**src/sv/resp_command_header_parser_core_defines.svh**
```systemverilog
// ----------------------------------------------------------------------------
// Request command parser assertion macros
// Shared assertion forms for the parser core, clocked on clk_i.
// ----------------------------------------------------------------------------
`ifndef RESP_COMMAND_HEADER_PARSER_CORE_DEFINES_SVH
`define RESP_COMMAND_HEADER_PARSER_CORE_DEFINES_SVH

// check outside reset
`define RCP_ASSERT(label, prop, msg) \
  label: assert property (@(posedge clk_i) disable iff (!rst_ni) prop) else $error(msg);

// check on every edge, reset included
`define RCP_ASSERT_ALWAYS(label, prop, msg) \
  label: assert property (@(posedge clk_i) prop) else $error(msg);

`endif

```
**src/sv/rcp_pkg.sv**
```systemverilog
// ----------------------------------------------------------------------------
// Request command parser package
// Phase codes, byte constants, window size and shared state/result types.
// ----------------------------------------------------------------------------
package rcp_pkg;

  localparam int unsigned MaxReqBytes = 64;
  localparam int unsigned Window      = MaxReqBytes - 2;
  localparam int unsigned SeenW       = $clog2(Window + 1);
  localparam int unsigned LenW        = 6;

  localparam logic [SeenW-1:0] WindowCnt = SeenW'(Window);
  localparam logic [LenW-1:0]  LenMax    = {LenW{1'b1}};

  localparam logic [7:0] ChStar    = 8'h2A;
  localparam logic [7:0] ChDollar  = 8'h24;
  localparam logic [7:0] ChCr      = 8'h0D;
  localparam logic [7:0] ChLf      = 8'h0A;
  localparam logic [7:0] ChZero    = 8'h30;
  localparam logic [7:0] ChNine    = 8'h39;
  localparam logic [7:0] ChUpperA  = 8'h41;
  localparam logic [7:0] ChUpperZ  = 8'h5A;
  localparam logic [7:0] ChLowerA  = 8'h61;
  localparam logic [7:0] ChDel     = 8'h7F;
  localparam logic [7:0] CaseDelta = ChLowerA - ChUpperA;

  typedef enum logic [2:0] {
    PH_STAR  = 3'd0,
    PH_COUNT = 3'd1,
    PH_LEN   = 3'd2,
    PH_CMD   = 3'd3,
    PH_OK    = 3'd4,
    PH_ERR   = 3'd5
  } phase_e;

  typedef struct packed {
    phase_e            phase;
    logic [SeenW-1:0]  seen;
    logic [LenW-1:0]   letters;
  } state_t;

  typedef struct packed {
    logic              letter_valid;
    logic [7:0]        command_letter;
    logic              verdict_valid;
    logic              recognized;
    logic [LenW-1:0]   command_length;
  } result_t;

endpackage

```
**src/sv/resp_command_header_parser_core.sv**
```systemverilog
// ----------------------------------------------------------------------------
// Request command header parser core
// Checks the array header of a request and captures the command name.
// ----------------------------------------------------------------------------
// Input channel: one message byte per beat (data_byte_i) with last_byte_i
// marking the final byte of a message. Output channel: one result beat per
// input beat, carrying any captured upper-case command letter, the running
// command length and, on the final byte, the verdict (recognized_o).
// A result is registered and appears in the cycle after its byte is
// taken, from the result register. Throughput: one byte per cycle while
// the receiver does not stall; the parser state is updated from each byte.
// Only the first MaxReqBytes - 2 bytes of a message are examined; later
// bytes pass through without changing state. Parse errors are sticky until
// the final byte, after which the parser returns to the header start.
// Reset clears the parser to the header start and the output valid, not
// the result data. When the receiver stalls, the result holds and a new
// byte is taken only once the held result is taken in the same cycle.
// ----------------------------------------------------------------------------
`include "resp_command_header_parser_core_defines.svh"

module resp_command_header_parser_core (
  input  logic                      clk_i,
  input  logic                      rst_ni,
  input  logic                      in_valid_i,
  output logic                      in_ready_o,
  input  logic [7:0]                data_byte_i,
  input  logic                      last_byte_i,
  output logic                      out_valid_o,
  input  logic                      out_ready_i,
  output logic                      letter_valid_o,
  output logic [7:0]                command_letter_o,
  output logic                      verdict_valid_o,
  output logic                      recognized_o,
  output logic [rcp_pkg::LenW-1:0]  command_length_o
);

  rcp_pkg::state_t  state_q, state_d;
  rcp_pkg::result_t res_q, res_d;
  logic             out_valid_q;
  logic             in_acc;

  assign in_ready_o = !out_valid_q || out_ready_i;
  assign in_acc     = in_valid_i && in_ready_o;

  rcp_step u_step (
    .state_i     (state_q),
    .data_byte_i (data_byte_i),
    .last_byte_i (last_byte_i),
    .state_o     (state_d),
    .result_o    (res_d)
  );

  always_ff @(posedge clk_i or negedge rst_ni) begin
    if (!rst_ni) begin
      state_q.phase   <= rcp_pkg::PH_STAR;
      state_q.seen    <= '0;
      state_q.letters <= '0;
      out_valid_q     <= 1'b0;
    end else begin
      if (in_acc) begin
        state_q <= state_d;
      end
      if (in_ready_o) begin
        out_valid_q <= in_valid_i;
      end
    end
  end

  always_ff @(posedge clk_i) begin
    if (in_acc) begin
      res_q <= res_d;
    end
  end

  assign out_valid_o      = out_valid_q;
  assign letter_valid_o   = res_q.letter_valid;
  assign command_letter_o = res_q.command_letter;
  assign verdict_valid_o  = res_q.verdict_valid;
  assign recognized_o     = res_q.recognized;
  assign command_length_o = res_q.command_length;

  `RCP_ASSERT(a_letter_upper, out_valid_q && res_q.letter_valid |-> res_q.command_letter >= rcp_pkg::ChUpperA && res_q.command_letter <= rcp_pkg::ChUpperZ, "captured letter not upper case")
  `RCP_ASSERT(a_letter_zero, out_valid_q && !res_q.letter_valid |-> res_q.command_letter == 8'h00, "letter nonzero without capture")
  `RCP_ASSERT(a_recog_verdict, out_valid_q && res_q.recognized |-> res_q.verdict_valid, "recognized outside a verdict")
  `RCP_ASSERT(a_last_resets, in_acc && last_byte_i |=> state_q.phase == rcp_pkg::PH_STAR && state_q.seen == '0 && state_q.letters == '0, "parser not cleared after last byte")
  `RCP_ASSERT(a_seen_window, state_q.seen <= rcp_pkg::WindowCnt, "byte count beyond window")

endmodule

```
**src/sv/rcp_step.sv**
```systemverilog
// ----------------------------------------------------------------------------
// Request command parser step
// Next parser state and result for one byte, from the current state.
// ----------------------------------------------------------------------------
module rcp_step (
  input  rcp_pkg::state_t  state_i,
  input  logic [7:0]       data_byte_i,
  input  logic             last_byte_i,
  output rcp_pkg::state_t  state_o,
  output rcp_pkg::result_t result_o
);

  logic            examine;
  logic            is_digit;
  logic            is_letter;
  logic [7:0]      folded;
  rcp_pkg::state_t parsed;
  logic            letter_hit;

  assign examine  = state_i.seen < rcp_pkg::WindowCnt;
  assign is_digit = (data_byte_i >= rcp_pkg::ChZero) && (data_byte_i <= rcp_pkg::ChNine);
  assign folded   = ((data_byte_i >= rcp_pkg::ChLowerA) && (data_byte_i <= rcp_pkg::ChDel))
                    ? (data_byte_i - rcp_pkg::CaseDelta) : data_byte_i;
  assign is_letter = (folded >= rcp_pkg::ChUpperA) && (folded <= rcp_pkg::ChUpperZ);

  always_comb begin
    parsed     = state_i;
    letter_hit = 1'b0;
    if (examine) begin
      parsed.seen = state_i.seen + 1'b1;
      unique case (state_i.phase)
        rcp_pkg::PH_STAR: begin
          parsed.phase = (data_byte_i == rcp_pkg::ChStar) ? rcp_pkg::PH_COUNT
                                                          : rcp_pkg::PH_ERR;
        end
        rcp_pkg::PH_COUNT: begin
          priority if (is_digit || data_byte_i == rcp_pkg::ChCr ||
                       data_byte_i == rcp_pkg::ChLf) begin
            parsed.phase = rcp_pkg::PH_COUNT;
          end else if (data_byte_i == rcp_pkg::ChDollar) begin
            parsed.phase = rcp_pkg::PH_LEN;
          end else begin
            parsed.phase = rcp_pkg::PH_ERR;
          end
        end
        rcp_pkg::PH_LEN: begin
          priority if (is_digit || data_byte_i == rcp_pkg::ChCr) begin
            parsed.phase = rcp_pkg::PH_LEN;
          end else if (data_byte_i == rcp_pkg::ChLf) begin
            parsed.phase = rcp_pkg::PH_CMD;
          end else begin
            parsed.phase = rcp_pkg::PH_ERR;
          end
        end
        rcp_pkg::PH_CMD: begin
          priority if (is_letter) begin
            letter_hit = 1'b1;
            if (state_i.letters != rcp_pkg::LenMax) begin
              parsed.letters = state_i.letters + 1'b1;
            end
          end else if (folded == rcp_pkg::ChCr || folded == rcp_pkg::ChLf) begin
            parsed.phase = rcp_pkg::PH_OK;
          end else begin
            parsed.phase = rcp_pkg::PH_ERR;
          end
        end
        default: begin
          parsed.phase = state_i.phase;
        end
      endcase
    end
  end

  always_comb begin
    result_o.letter_valid   = letter_hit;
    result_o.command_letter = letter_hit ? folded : 8'h00;
    result_o.verdict_valid  = last_byte_i;
    result_o.recognized     = last_byte_i && (parsed.phase == rcp_pkg::PH_OK);
    result_o.command_length = parsed.letters;
  end

  always_comb begin
    if (last_byte_i) begin
      state_o.phase   = rcp_pkg::PH_STAR;
      state_o.seen    = '0;
      state_o.letters = '0;
    end else begin
      state_o = parsed;
    end
  end

endmodule
```
**config.mk**
```make
export PLATFORM = sky130hd
export DESIGN_NAME = resp_command_header_parser_core
export DESIGN_NICKNAME = d
export VERILOG_FILES = /design/src/sv/rcp_pkg.sv /design/src/sv/resp_command_header_parser_core.sv /design/src/sv/rcp_step.sv
export VERILOG_INCLUDE_DIRS = /design/src /design/src/sv
export SDC_FILE = /design/constraint.sdc
export NUM_CORES = 1
export LEC_CHECK = 0
export BUFFER_PORTS_ARGS = -buffer_cell sky130_fd_sc_hd__buf_2
export CORE_UTILIZATION = 40
export CTS_CLUSTER_SIZE = 24
export DETAILED_ROUTE_END_ITERATION = 8
export PLACE_DENSITY = 0.62
export RECOVER_POWER = 50
export SLEW_MARGIN = 20
export SYNTH_ARGS = -nofsm -noshare
export SYNTH_HDL_FRONTEND = slang
export SYNTH_SLANG_ARGS = --single-unit
```
**constraint.sdc**
```tcl
create_clock -name clk_i -period 2.02 [get_ports clk_i]
set_input_delay 0.101 -clock clk_i [delete_from_list [all_inputs] [get_ports clk_i]]
set_output_delay 0.101 -clock clk_i [all_outputs]
set_load 0.02 [all_outputs]
```
==> metrics <==
status=finished, violations left; Synth Area per Inst=10.6 um2; multi-input logic area=910 um2; CTS clk-pin slew, worst paths=0.07 ns; maximum clock frequency=514 MHz; GR Overflow Total=0; Final min period=1.94 ns; DRC Markers=6; power share of the sequential group=0.495; Post-synth ARST share=0.485; Clock Tree Buf Depth=2; Sequential Area=911 um2; pre-CTS setup slack=-0.0476 ns; Post-DP HPWL=2870 um; total wire length after detailed routing=3910 um; Worst Max-Slew Pin Slew=0.873 ns; layout cells sized above 1=0.218; FF-to-FF setup slack=0.08 ns; row count=24; gr usage total=0.175; vias after detailed routing=1571; Vias/cell=5.49; initial antenna violation count=0; most common cell after layout, fill and taps aside=clkbuf_1; first-pass GRT wire length=6980 um; Root Buffer Master=clkbuf_8; Syn. warnings=0; # fillers=407; distinct cell type count after synthesis=59; share of the synthesized area in the top cell type=0.271; Comb pwr share=0.214; worst-path fanout max=9; IO Count=32; Synth Flop Type=edfxtp_1; Worst slew margin=0.418; Area growth syn-to-layout=22.7%; Starting Density=0.423; largest cells by area after synthesis=edfxtp_1 (27%), dfrtp_1 (21%), a21oi_1 (3.7%), ha_1 (2.7%), nand2_1 (2.6%); EDFF count, synth=17; Die Y=70.6 um; Core ar.=4440 um2; Antenna Nets Post-Route=0; Critical Path Source Type=flip-flop; Crit Reg-Reg Startpoint=state_q[9]; Critical Path AT=1.98 ns; clk sink count=33; post-synthesis sequential area ratio=0.484; Resize count post-CTS=0; Final setup viols=0; Yosys reg bits=33; Antenna Cells=0; sw frac=0.293; RSZ-0062 raised after global routing=no; WHS Endpoint=out_valid_o; die width=70.6 um; clock group share of total power=0.290; DR iter-0 viols=76; pin count of the biggest net entering global routing=34; vias in the first global route=1549; max cap viols=0; TritonCTS clock tree=done; P per Cell Area=699 nW/um2; hold depth=2; Power, Total=1610 uW; failing checks=DRC; static leakage=0.000961 uW; cell-internal power=1140 uW; gpl congestion=0.883; Tightest Hold Check Type=input port to flip-flop; final count of hold timing violations=0; H-tree levels=2; crit end category=flip-flop; worst r2r path cells=6; Synth Instances=177; FF-to-FF End=command_length_o[4]; Crit Path Category=flip-flop to flip-flop; peak supply drop=0.276 mV; nets=250; wire per inst=13.7 um; min-delay src=in_valid_i; Port Buf Inserts=31; final slew viol count=0; clk_skew=0.0109 ns; cell taking the most area after synthesis=edfxtp_1; clk_lat worst skew=0.28 ns; final worst slack=0.0752 ns; full die area=4980 um2; WP data required=2.05 ns; period utilization=0.963; total CTS buffers=5; P_sw=473 uW; Pre-Repair DR Iteration Count=6; most frequent cells in the layout=clkbuf_1 (21), buf_4 (20), edfxtp_1 (17); Cell Area, Synth=1880 um2
==> worst max path at each step <==
stage	depth (start not counted)	slack [ns]	start	endpoint
5_1_grt	6	0.0003	state_q[9]	command_length_o[4]
3_5_place_dp	9	-0.05	data_byte_i[5]	command_length_o[4]
2_1_floorplan	8	0.11	out_valid_o	state_q[13]
3_3_place_gp	9	-0.04	data_byte_i[5]	command_length_o[4]
6_report	6	0.08	state_q[9]	command_length_o[4]
4_1_cts	6	0.06	state_q[9]	command_length_o[4]
==> critical path, cell delays in order, from the launching register on <==
cell     delay, ns
dfrtp_1       0.38
and3_4        0.20
and3_1        0.23
nor4_4        0.20
buf_4         0.20
and2_1        0.16
mux2_2        0.33
==> power by group through the flow <==
stage               Combinational [uW]  Sequential [uW]  Clock (uW)
detailed placement                 349              812           0
global route                       388              807         525
global placement                   345              811           0
finish                             346              800         469
floorplan                          172              844           0
CTS                                353              798         486
==> per-layer routing <==
| layer | GRT usage | share of wire |
|---|---|---|
| met1 | 0.237 | 0.48 |
| met2 | 0.275 | 0.46 |
| met3 | 0.0427 | 0.052 |
| met4 | 0.0644 | 0.0064 |
| met5 | 0 | 0 |
==> registers in the layout (all words and copies together) (netlist names) <==
name and count:
verdict_valid_o 1, out_valid_o 1, letter_valid_o 1, command_length_o 6, state_q 15, recognized_o 1
command_letter_o 8
==> through the flow <==
stage	TNS, ns	hold slack [ns]	util	std cells	instance area, um2
2_1_floorplan	0	-0.195	-	178	1890
3_3_place_gp	-0.0370	0.0437	0.505	277	2240
3_5_place_dp	-0.0476	0.0396	0.505	277	2240
4_1_cts	0	0.0297	0.526	286	2340
5_1_grt	0	0.0271	0.520	286	2310
6_report	0	0.0348	0.520	286	2310
==> cell usage after synthesis (2+ instances only) <==
cell type  number
nand2b_1        4
and3_1          5
a41o_1          2
nand3_1         7
nor2_1         11
inv_1           8
ha_1            4
a31oi_1         6
mux2_1          2
clkbuf_1        2
nand2_1        13
o31ai_1         2
a21oi_1        14
and2_1          5
mux2i_1         2
a221oi_1        2
a41oi_1         2
o21ai_0         7
and3b_1         2
dfrtp_1        16
nor2b_1         2
o221ai_1        2
nor3b_1         3
edfxtp_1       17
a211o_1         2
and4_1          2
==> area by class of cell <==
cell class | instances | area share
Timing Repair Buffer | 53 | 0.134
Clock buffer | 5 | 0.0298
Clock inverter | 3 | 0.00542
Sequential cell | 33 | 0.394
Tap cell | 52 | 0.0282
Multi-Input combinational cell | 131 | 0.394
Inverter | 9 | 0.0146
==> cell families (layout without fill, tap and decap cells) <==
logic type,count (synthesis),in the layout,share of synthesized area
AND/OR/NAND/NOR,67,67,0.221
AO/OA/AOI/OAI,52,52,0.198
flip-flops,33,33,0.484
buffers and inverters,14,70,0.0346
multiplexers,5,5,0.0286
adder cells (fa/ha/maj),4,4,0.0266
other,1,2,0.00199
XOR/XNOR,1,1,0.00466
==> repair_timing <==
| action | CTS | global route |
|---|---|---|
| setup endpoints to repair | 0 | 1 |
| hold buffers | 1 | 0 |
| hold endpoints to repair | 16 | 0 |
| setup buffers | 0 | 0 |
(Power assumes the default switching activity.)
